<file path="src/sv/rtpe_pkg.sv">
// shared types and constants for the range to ternary prefix expander
`default_nettype none

package rtpe_pkg;

  localparam int unsigned KeyMaxW    = 32;
  localparam int unsigned QueueDepth = 2;

  typedef struct packed {
    logic [KeyMaxW-1:0] range_low;
    logic [KeyMaxW-1:0] range_high;
  } rtpe_req_t;

  typedef struct packed {
    logic [KeyMaxW-1:0] entry_value;
    logic [KeyMaxW-1:0] entry_care_mask;
    logic [KeyMaxW-1:0] entry_end;
    logic               last_entry;
  } rtpe_entry_t;

  typedef struct packed {
    logic [KeyMaxW-1:0] lo;
    logic [KeyMaxW-1:0] hi;
  } rtpe_range_t;

endpackage

`default_nettype wire

</file>
<file path="src/sv/rtpe_front.sv">
// front end: masks the bounds to the key width and puts them in order
`default_nettype none

module rtpe_front import rtpe_pkg::*; #(
  parameter int unsigned KeyWidth = 32
) (
  input  logic        push_i,
  input  rtpe_req_t   req_i,
  input  logic        full_i,
  output logic        wr_en_o,
  output rtpe_range_t range_o
);

  logic [KeyWidth-1:0] a_w;
  logic [KeyWidth-1:0] b_w;
  logic                swap_w;

  assign a_w    = req_i.range_low[KeyWidth-1:0];
  assign b_w    = req_i.range_high[KeyWidth-1:0];
  assign swap_w = (a_w > b_w);

  assign wr_en_o    = push_i && !full_i;
  assign range_o.lo = KeyMaxW'(swap_w ? b_w : a_w);
  assign range_o.hi = KeyMaxW'(swap_w ? a_w : b_w);

endmodule

`default_nettype wire

</file>
<file path="src/sv/rtpe_queue.sv">
// short queue of ordered ranges between the front end and the expander
`default_nettype none

module rtpe_queue import rtpe_pkg::*; (
  input  logic        clk_i,
  input  logic        rst_ni,
  input  logic        wr_en_i,
  input  rtpe_range_t wr_data_i,
  input  logic        rd_en_i,
  output rtpe_range_t rd_data_o,
  output logic        full_o,
  output logic        empty_o
);

  localparam int unsigned PtrW = (QueueDepth > 1) ? $clog2(QueueDepth) : 1;
  localparam int unsigned CntW = $clog2(QueueDepth + 1);

  rtpe_range_t     mem_q [QueueDepth];
  logic [PtrW-1:0] wr_ptr_q, wr_ptr_d;
  logic [PtrW-1:0] rd_ptr_q, rd_ptr_d;
  logic [CntW-1:0] cnt_q, cnt_d;

  assign full_o    = (cnt_q == CntW'(QueueDepth));
  assign empty_o   = (cnt_q == '0);
  assign rd_data_o = mem_q[rd_ptr_q];

  always_comb begin
    wr_ptr_d = wr_ptr_q;
    rd_ptr_d = rd_ptr_q;
    cnt_d    = cnt_q;
    if (wr_en_i) begin
      wr_ptr_d = (wr_ptr_q == PtrW'(QueueDepth - 1)) ? '0 : wr_ptr_q + PtrW'(1);
    end
    if (rd_en_i) begin
      rd_ptr_d = (rd_ptr_q == PtrW'(QueueDepth - 1)) ? '0 : rd_ptr_q + PtrW'(1);
    end
    if (wr_en_i && !rd_en_i) begin
      cnt_d = cnt_q + CntW'(1);
    end else if (!wr_en_i && rd_en_i) begin
      cnt_d = cnt_q - CntW'(1);
    end
  end

  always_ff @(posedge clk_i or negedge rst_ni) begin
    if (!rst_ni) begin
      wr_ptr_q <= '0;
      rd_ptr_q <= '0;
      cnt_q    <= '0;
    end else begin
      wr_ptr_q <= wr_ptr_d;
      rd_ptr_q <= rd_ptr_d;
      cnt_q    <= cnt_d;
    end
  end

  always_ff @(posedge clk_i) begin
    if (wr_en_i) begin
      mem_q[wr_ptr_q] <= wr_data_i;
    end
  end

endmodule

`default_nettype wire

</file>
<file path="src/sv/rtpe_back.sv">
// expander: walks one range and emits one aligned block per cycle while the result register is free or popped
`default_nettype none

module rtpe_back import rtpe_pkg::*; #(
  parameter int unsigned KeyWidth = 32
) (
  input  logic        clk_i,
  input  logic        rst_ni,
  input  logic        q_empty_i,
  input  rtpe_range_t q_data_i,
  output logic        q_rd_o,
  input  logic        pop_i,
  output logic        empty_o,
  output rtpe_entry_t entry_o
);

  localparam int unsigned ExtW       = KeyWidth + 1;
  localparam int unsigned SmearSteps = $clog2(ExtW);
  localparam int unsigned CntW       = $clog2(2 * KeyWidth + 1);

  logic                busy_q, busy_d;
  logic [KeyWidth-1:0] lo_q, lo_d;
  logic [KeyWidth-1:0] hi_q, hi_d;
  logic [CntW-1:0]     cnt_q, cnt_d;
  logic                out_valid_q, out_valid_d;
  rtpe_entry_t         out_q, out_d;

  logic                load_w;
  logic                step_w;
  logic [ExtW-1:0]     lo_ext_w;
  logic [ExtW-1:0]     size_w;
  logic [ExtW-1:0]     smear_w;
  logic [ExtW-1:0]     size_pow_w;
  logic [ExtW-1:0]     align_w;
  logic [ExtW-1:0]     blk_w;
  logic [ExtW-1:0]     span_ext_w;
  logic [KeyWidth-1:0] span_w;
  logic [KeyWidth-1:0] end_w;
  logic                last_w;

  assign load_w = !busy_q && !q_empty_i;
  assign step_w = busy_q && (!out_valid_q || pop_i);
  assign q_rd_o = load_w;

  // largest power of two not above the remaining key count
  assign lo_ext_w = ExtW'(lo_q);
  assign size_w   = ExtW'(hi_q - lo_q) + ExtW'(1);

  always_comb begin
    smear_w = size_w;
    for (int s = 0; s < SmearSteps; s++) begin
      smear_w = smear_w | (smear_w >> (1 << s));
    end
    size_pow_w = smear_w ^ (smear_w >> 1);
  end

  // alignment of the low bound, zero means aligned to the whole key space
  assign align_w = lo_ext_w & (~lo_ext_w + ExtW'(1));

  always_comb begin
    if (align_w == '0) begin
      blk_w = size_pow_w;
    end else if (align_w < size_pow_w) begin
      blk_w = align_w;
    end else begin
      blk_w = size_pow_w;
    end
  end

  assign span_ext_w = blk_w - ExtW'(1);
  assign span_w     = span_ext_w[KeyWidth-1:0];
  assign end_w      = lo_q + span_w;
  assign last_w     = (end_w == hi_q) || (cnt_q >= CntW'(2 * KeyWidth - 1));

  always_comb begin
    busy_d      = busy_q;
    lo_d        = lo_q;
    hi_d        = hi_q;
    cnt_d       = cnt_q;
    out_valid_d = out_valid_q;
    out_d       = out_q;
    if (load_w) begin
      busy_d = 1'b1;
      lo_d   = q_data_i.lo[KeyWidth-1:0];
      hi_d   = q_data_i.hi[KeyWidth-1:0];
      cnt_d  = '0;
    end
    if (step_w) begin
      out_valid_d           = 1'b1;
      out_d.entry_value     = KeyMaxW'(lo_q);
      out_d.entry_care_mask = KeyMaxW'(~span_w);
      out_d.entry_end       = KeyMaxW'(end_w);
      out_d.last_entry      = last_w;
      lo_d                  = end_w + KeyWidth'(1);
      cnt_d                 = cnt_q + CntW'(1);
      if (last_w) begin
        busy_d = 1'b0;
      end
    end else if (pop_i) begin
      out_valid_d = 1'b0;
    end
  end

  always_ff @(posedge clk_i or negedge rst_ni) begin
    if (!rst_ni) begin
      busy_q      <= 1'b0;
      cnt_q       <= '0;
      out_valid_q <= 1'b0;
    end else begin
      busy_q      <= busy_d;
      cnt_q       <= cnt_d;
      out_valid_q <= out_valid_d;
    end
  end

  always_ff @(posedge clk_i) begin
    lo_q  <= lo_d;
    hi_q  <= hi_d;
    out_q <= out_d;
  end

  assign empty_o = !out_valid_q;
  assign entry_o = out_q;

`ifndef SYNTH
  a_block_in_range: assert property (@(posedge clk_i) disable iff (!rst_ni)
    step_w |-> (end_w <= hi_q) && (end_w >= lo_q))
    else $error("block passes the high bound");

  a_next_low: assert property (@(posedge clk_i) disable iff (!rst_ni)
    step_w && !last_w |=> busy_q && (lo_q == $past(end_w) + KeyWidth'(1)))
    else $error("next low bound does not follow the block end");

  a_base_aligned: assert property (@(posedge clk_i) disable iff (!rst_ni)
    out_valid_q |-> ((out_q.entry_value & ~out_q.entry_care_mask) == '0))
    else $error("block base not aligned to its mask");

  a_no_load_while_busy: assert property (@(posedge clk_i) disable iff (!rst_ni)
    q_rd_o |-> !busy_q && !q_empty_i)
    else $error("range taken while expander busy");
`endif

endmodule

`default_nettype wire

</file>
<file path="src/sv/range_to_ternary_prefixes.sv">
// top level of the range to ternary prefix expander
// Usage:
//   Request side: drive req_i with two bounds and raise push; the request
//   is taken at a clock edge where push is high and full is low. Bounds are
//   cut to KEY_WIDTH bits and swapped when reversed.
//   Result side: while empty is low, entry_o holds the oldest block of the
//   cover; pop high with empty low takes it. Blocks come in ascending order
//   and last_entry marks the final block of each range.
// Timing:
//   A request is written to the request queue, loaded into the expander's
//   range registers, and its first block is then registered onto entry_o.
//   After that the expander gives one block per cycle while pop stays high,
//   and loads the next range from the two-entry request queue after the last block.
//   Requests keep being taken while the queue has room, so a stalled result
//   side fills the queue and then raises full.
// Reset:
//   rst_ni low empties the request queue and the result register; no block
//   is pending afterwards.
`default_nettype none

module range_to_ternary_prefixes import rtpe_pkg::*; #(
  parameter int unsigned KEY_WIDTH = 32
) (
  input  logic        clk_i,
  input  logic        rst_ni,
  input  logic        push,
  output logic        full,
  input  rtpe_req_t   req_i,
  output logic        empty,
  input  logic        pop,
  output rtpe_entry_t entry_o
);

  logic        wr_en_w;
  rtpe_range_t wr_range_w;
  logic        q_full_w;
  logic        q_empty_w;
  logic        q_rd_w;
  rtpe_range_t q_data_w;

  rtpe_front #(
    .KeyWidth (KEY_WIDTH)
  ) u_front (
    .push_i  (push),
    .req_i   (req_i),
    .full_i  (q_full_w),
    .wr_en_o (wr_en_w),
    .range_o (wr_range_w)
  );

  rtpe_queue u_queue (
    .clk_i     (clk_i),
    .rst_ni    (rst_ni),
    .wr_en_i   (wr_en_w),
    .wr_data_i (wr_range_w),
    .rd_en_i   (q_rd_w),
    .rd_data_o (q_data_w),
    .full_o    (q_full_w),
    .empty_o   (q_empty_w)
  );

  rtpe_back #(
    .KeyWidth (KEY_WIDTH)
  ) u_back (
    .clk_i     (clk_i),
    .rst_ni    (rst_ni),
    .q_empty_i (q_empty_w),
    .q_data_i  (q_data_w),
    .q_rd_o    (q_rd_w),
    .pop_i     (pop),
    .empty_o   (empty),
    .entry_o   (entry_o)
  );

  assign full = q_full_w;

endmodule

`default_nettype wire
</file>
<file path="config.mk">
export PLATFORM = sky130hd
export DESIGN_NAME = range_to_ternary_prefixes
export DESIGN_NICKNAME = d
export VERILOG_FILES = /design/src/sv/rtpe_pkg.sv /design/src/sv/rtpe_front.sv /design/src/sv/rtpe_queue.sv /design/src/sv/rtpe_back.sv /design/src/sv/range_to_ternary_prefixes.sv
export SDC_FILE = /design/constraint.sdc
export NUM_CORES = 1
export LEC_CHECK = 0
export BUFFER_PORTS_ARGS = -buffer_cell sky130_fd_sc_hd__buf_4
export CAP_MARGIN = 20
export CORE_ASPECT_RATIO = 1.75
export CORE_MARGIN = 2
export CORE_UTILIZATION = 55
export CTS_CLUSTER_SIZE = 24
export DETAILED_ROUTE_END_ITERATION = 16
export GPL_TIMING_DRIVEN = 0
export PLACE_DENSITY = 0.8
export SLEW_MARGIN = 20
export SYNTH_ARGS = -nofsm -noshare
export SYNTH_HDL_FRONTEND = slang
export SYNTH_SLANG_ARGS = --single-unit
</file>
<file path="constraint.sdc">
create_clock -name clk_i -period 12.5 [get_ports clk_i]
set_input_delay 0 -clock clk_i [delete_from_list [all_inputs] [get_ports clk_i]]
set_output_delay 0 -clock clk_i [all_outputs]
set_load 0.05 [all_outputs]
</file>
==> impl_metrics.toml <==
[drt]
vias_per_cell = 6.23
ant_nets = 0
dr.pass1.iters = 6
vias = 17050
drt_iter0_drc = 1286
drc_errors = 0
finalWirelength_microns = 65800
avgRoutedWirePerCell_microns = 24.0

[clock_tree]
cts_tree = "yes"
clock_path_buffers = 3
numCtsBuffers = 27
cts-root-buf = "clkbuf_16"
worstSkewPairLatency_ps = 560
cts.sinks = 302
cts_max_level = 1
clk_pin_slew_ps = 70

[timing]
min_period_over_period = 0.986
period_needed_ps = 12320
clock.fmax_mhz = 81.2
hold_viol = 0
tightest_slew_ps = 1130
maxSlewHeadroom = 0.241
finClkSkew_ps = 19.3
finalMaxSlewViolations = 0
finalSetupViolCount = 0

[critical_path]
ff2ff_setup_slack_ps = 180
crit_path_end_kind = "register"
crit_path_frequent_cell = "a21oi_1"
crit_required_ps = 12920
slowest_stage = "or4_4"
path_max_fanout = 10
cpPeakStageDelay_ps = 550
cp_data_arrival_time_ps = 12740
cp-start-kind = "register"
r2r_cells = 49
crit_type = "reg -> reg"

[placed_design]
io_buffers = 166
hpwlAfterDp_microns = 48300
gp_congestion = 0.936
placed_area_sq_um = 22200

[global_route]
grt_pass1_vias = 17341
antenna_found_initial = 0
grt_pass1_wl_microns = 99400
grt_usage = 0.341
grt_max_degree = 54
grt_remaining_overflow = 0

[synth]
ys_types = 94
post-synth-top-count-cell = "edfxtp_1"
yosys-top-cells-area = "edfxtp_1, ha_1, mux2_2, xnor2_1, nand2_1"
synthArstFlopShare = 0.0430
synth.top_cell.area_share = 0.430
ys_seq_area_frac = 0.446
synthFlopType = "edfxtp_1"
yosysWarningCount = 0
synth-edff-count = 289
syn-cell-area_sq_um = 20200
avgSynthCellArea_sq_um = 10.7
ys_ff_latch = 302
syn-num-nets = 2125
synthCells = 1895
yosys-top-cells-count = "edfxtp_1, ha_1, nand2_1, inv_1, nor2_1"
synth_area_leader_cell = "edfxtp_1"

[layout]
syn_to_final_growth_pct = 23.7
drive_gt1_frac = 0.236
diodes = 0
final_area_sq_um = 25000
multi_input_area_sq_um = 11000
final_util = 0.691
ff_latch_area_sq_um = 9000
nNetsFinal = 2476
n_fill_cell = 2580

[floorplan]
die_area_sq_um = 38300
die_x_microns = 149
core_area_sq_um = 36100
fp-row-count = 92
die_h_microns = 258
start_util = 0.559
boundaryPins = 167

[worst_hold_path]
whs_path_depth = 3
min_path_type = "in -> reg"

[status]
status = "finished, final reports clean"

[flow_run]
cap_viol_max_count = 0
-- worst max-delay path, delay by kind of cell (launching register included) --
kind,cells,cell delay (ps)
buffers and inverters,7,1150
AND/OR/NAND/NOR,14,3600
flip-flops,1,430
AO/OA/AOI/OAI,20,4840
XOR/XNOR,2,370
multiplexers,1,360
adder cells (fa/ha/maj),5,1370
-- layout make-up --
| class | instances | area share |
|---|---|---|
| inverters | 133 | 0.0200 |
| repair buffers | 324 | 0.110 |
| multi-input cells | 1403 | 0.441 |
| clock buffers | 31 | 0.0276 |
| well taps | 470 | 0.0235 |
| flip-flops and latches | 302 | 0.360 |
| plain buffers | 55 | 0.0118 |
| clock inverters | 18 | 0.00556 |
-- per-stage QoR --
step / std cells / setup TNS [ps] / hold WS [ps] / worst slack (ps)
floorplan: 1895 / 0 / -296 / 491
global placement: 2531 / -73090 / -143 / -3630
detailed placement: 2536 / -75650 / -140 / -3360
CTS: 2717 / 0 / 317 / 3.68
global route: 2736 / -314 / 343 / -158
finish: 2736 / 0 / 350 / 179
-- path summary, 6_finish.rpt --
check,start,endpoint
worst max-delay path,u_back.lo_q[8],u_back.busy_q
worst min-delay path,req_i[35],u_queue.mem_q[0][3]
worst max register to register,u_back.lo_q[8],u_back.busy_q
min in group asynchronous,rst_ni,u_back.cnt_q[6]
max in group asynchronous,rst_ni,u_back.cnt_q[1]
worst min register to register,u_back.cnt_q[4],u_back.cnt_q[4]
-- state kept, by name, indices dropped and copies added, names as in the netlist --
name and cells:
u_queue.mem_q 128, u_queue.wr_ptr_q 1, u_back.hi_q 32, u_back.cnt_q 7, u_back.lo_q 32, u_queue.rd_ptr_q 1, u_queue.cnt_q 2, u_back.entry_o 97
u_back.busy_q 1, u_back.out_valid_q 1
-- per-layer routing --
layer / wire length [microns] / vias up / track usage / part of all wire
li1: - / 7818 / - / -
met1: 23500 / 8259 / 0.382 / 0.36
met2: 33800 / 746 / 0.612 / 0.51
met3: 3390 / 227 / 0.0337 / 0.052
met4: 5140 / 0 / 0.218 / 0.078
met5: 0 / - / 0 / 0
-- placed cells by master (no fill, tap or decap), types with 22 or more instances in the layout --
cell | synthesis | routed
nor3_1 | 50 | 47
nand4_1 | 35 | 35
o21a_1 | 24 | 22
and3_1 | 28 | 27
ha_1 | 160 | 150
a21oi_1 | 99 | 81
mux2i_1 | 31 | 30
dlygate4sd3_1 | 0 | 100
clkbuf_1 | 35 | 33
inv_1 | 132 | 122
xnor2_1 | 70 | 66
o21ai_0 | 88 | 84
nand2_1 | 135 | 131
edfxtp_1 | 289 | 289
buf_4 | 0 | 221
xor2_1 | 53 | 50
nand3_1 | 49 | 48
a21o_1 | 42 | 41
clkbuf_16 | 0 | 27
nor2_1 | 111 | 107
nor2b_1 | 25 | 25
mux2_2 | 99 | 99
-- cells by family after synthesis --
logic type                 after synthesis  synth area share
xor gates and xnor gates               124            0.0545
and+or+nand+nor                        569             0.148
DFF                                    302             0.446
adders and majority gates              162             0.101
AOI/OAI and AO/OA                      416             0.141
muxes                                  132            0.0720
buffers and inverters                  190            0.0371
-- repair_timing --
action / CTS / global route
pin swaps: 14 / 22
hold buffers: 100 / 0
setup buffers: 33 / 20
gates resized for setup: 80 / 63
endpoints found under the hold margin: 155 / 0
endpoints found under the setup margin: 50 / 15
Power is left out: the tool's default activity adds up to more than one toggle a clock period on the data nets, which glitch-free logic cannot reach.
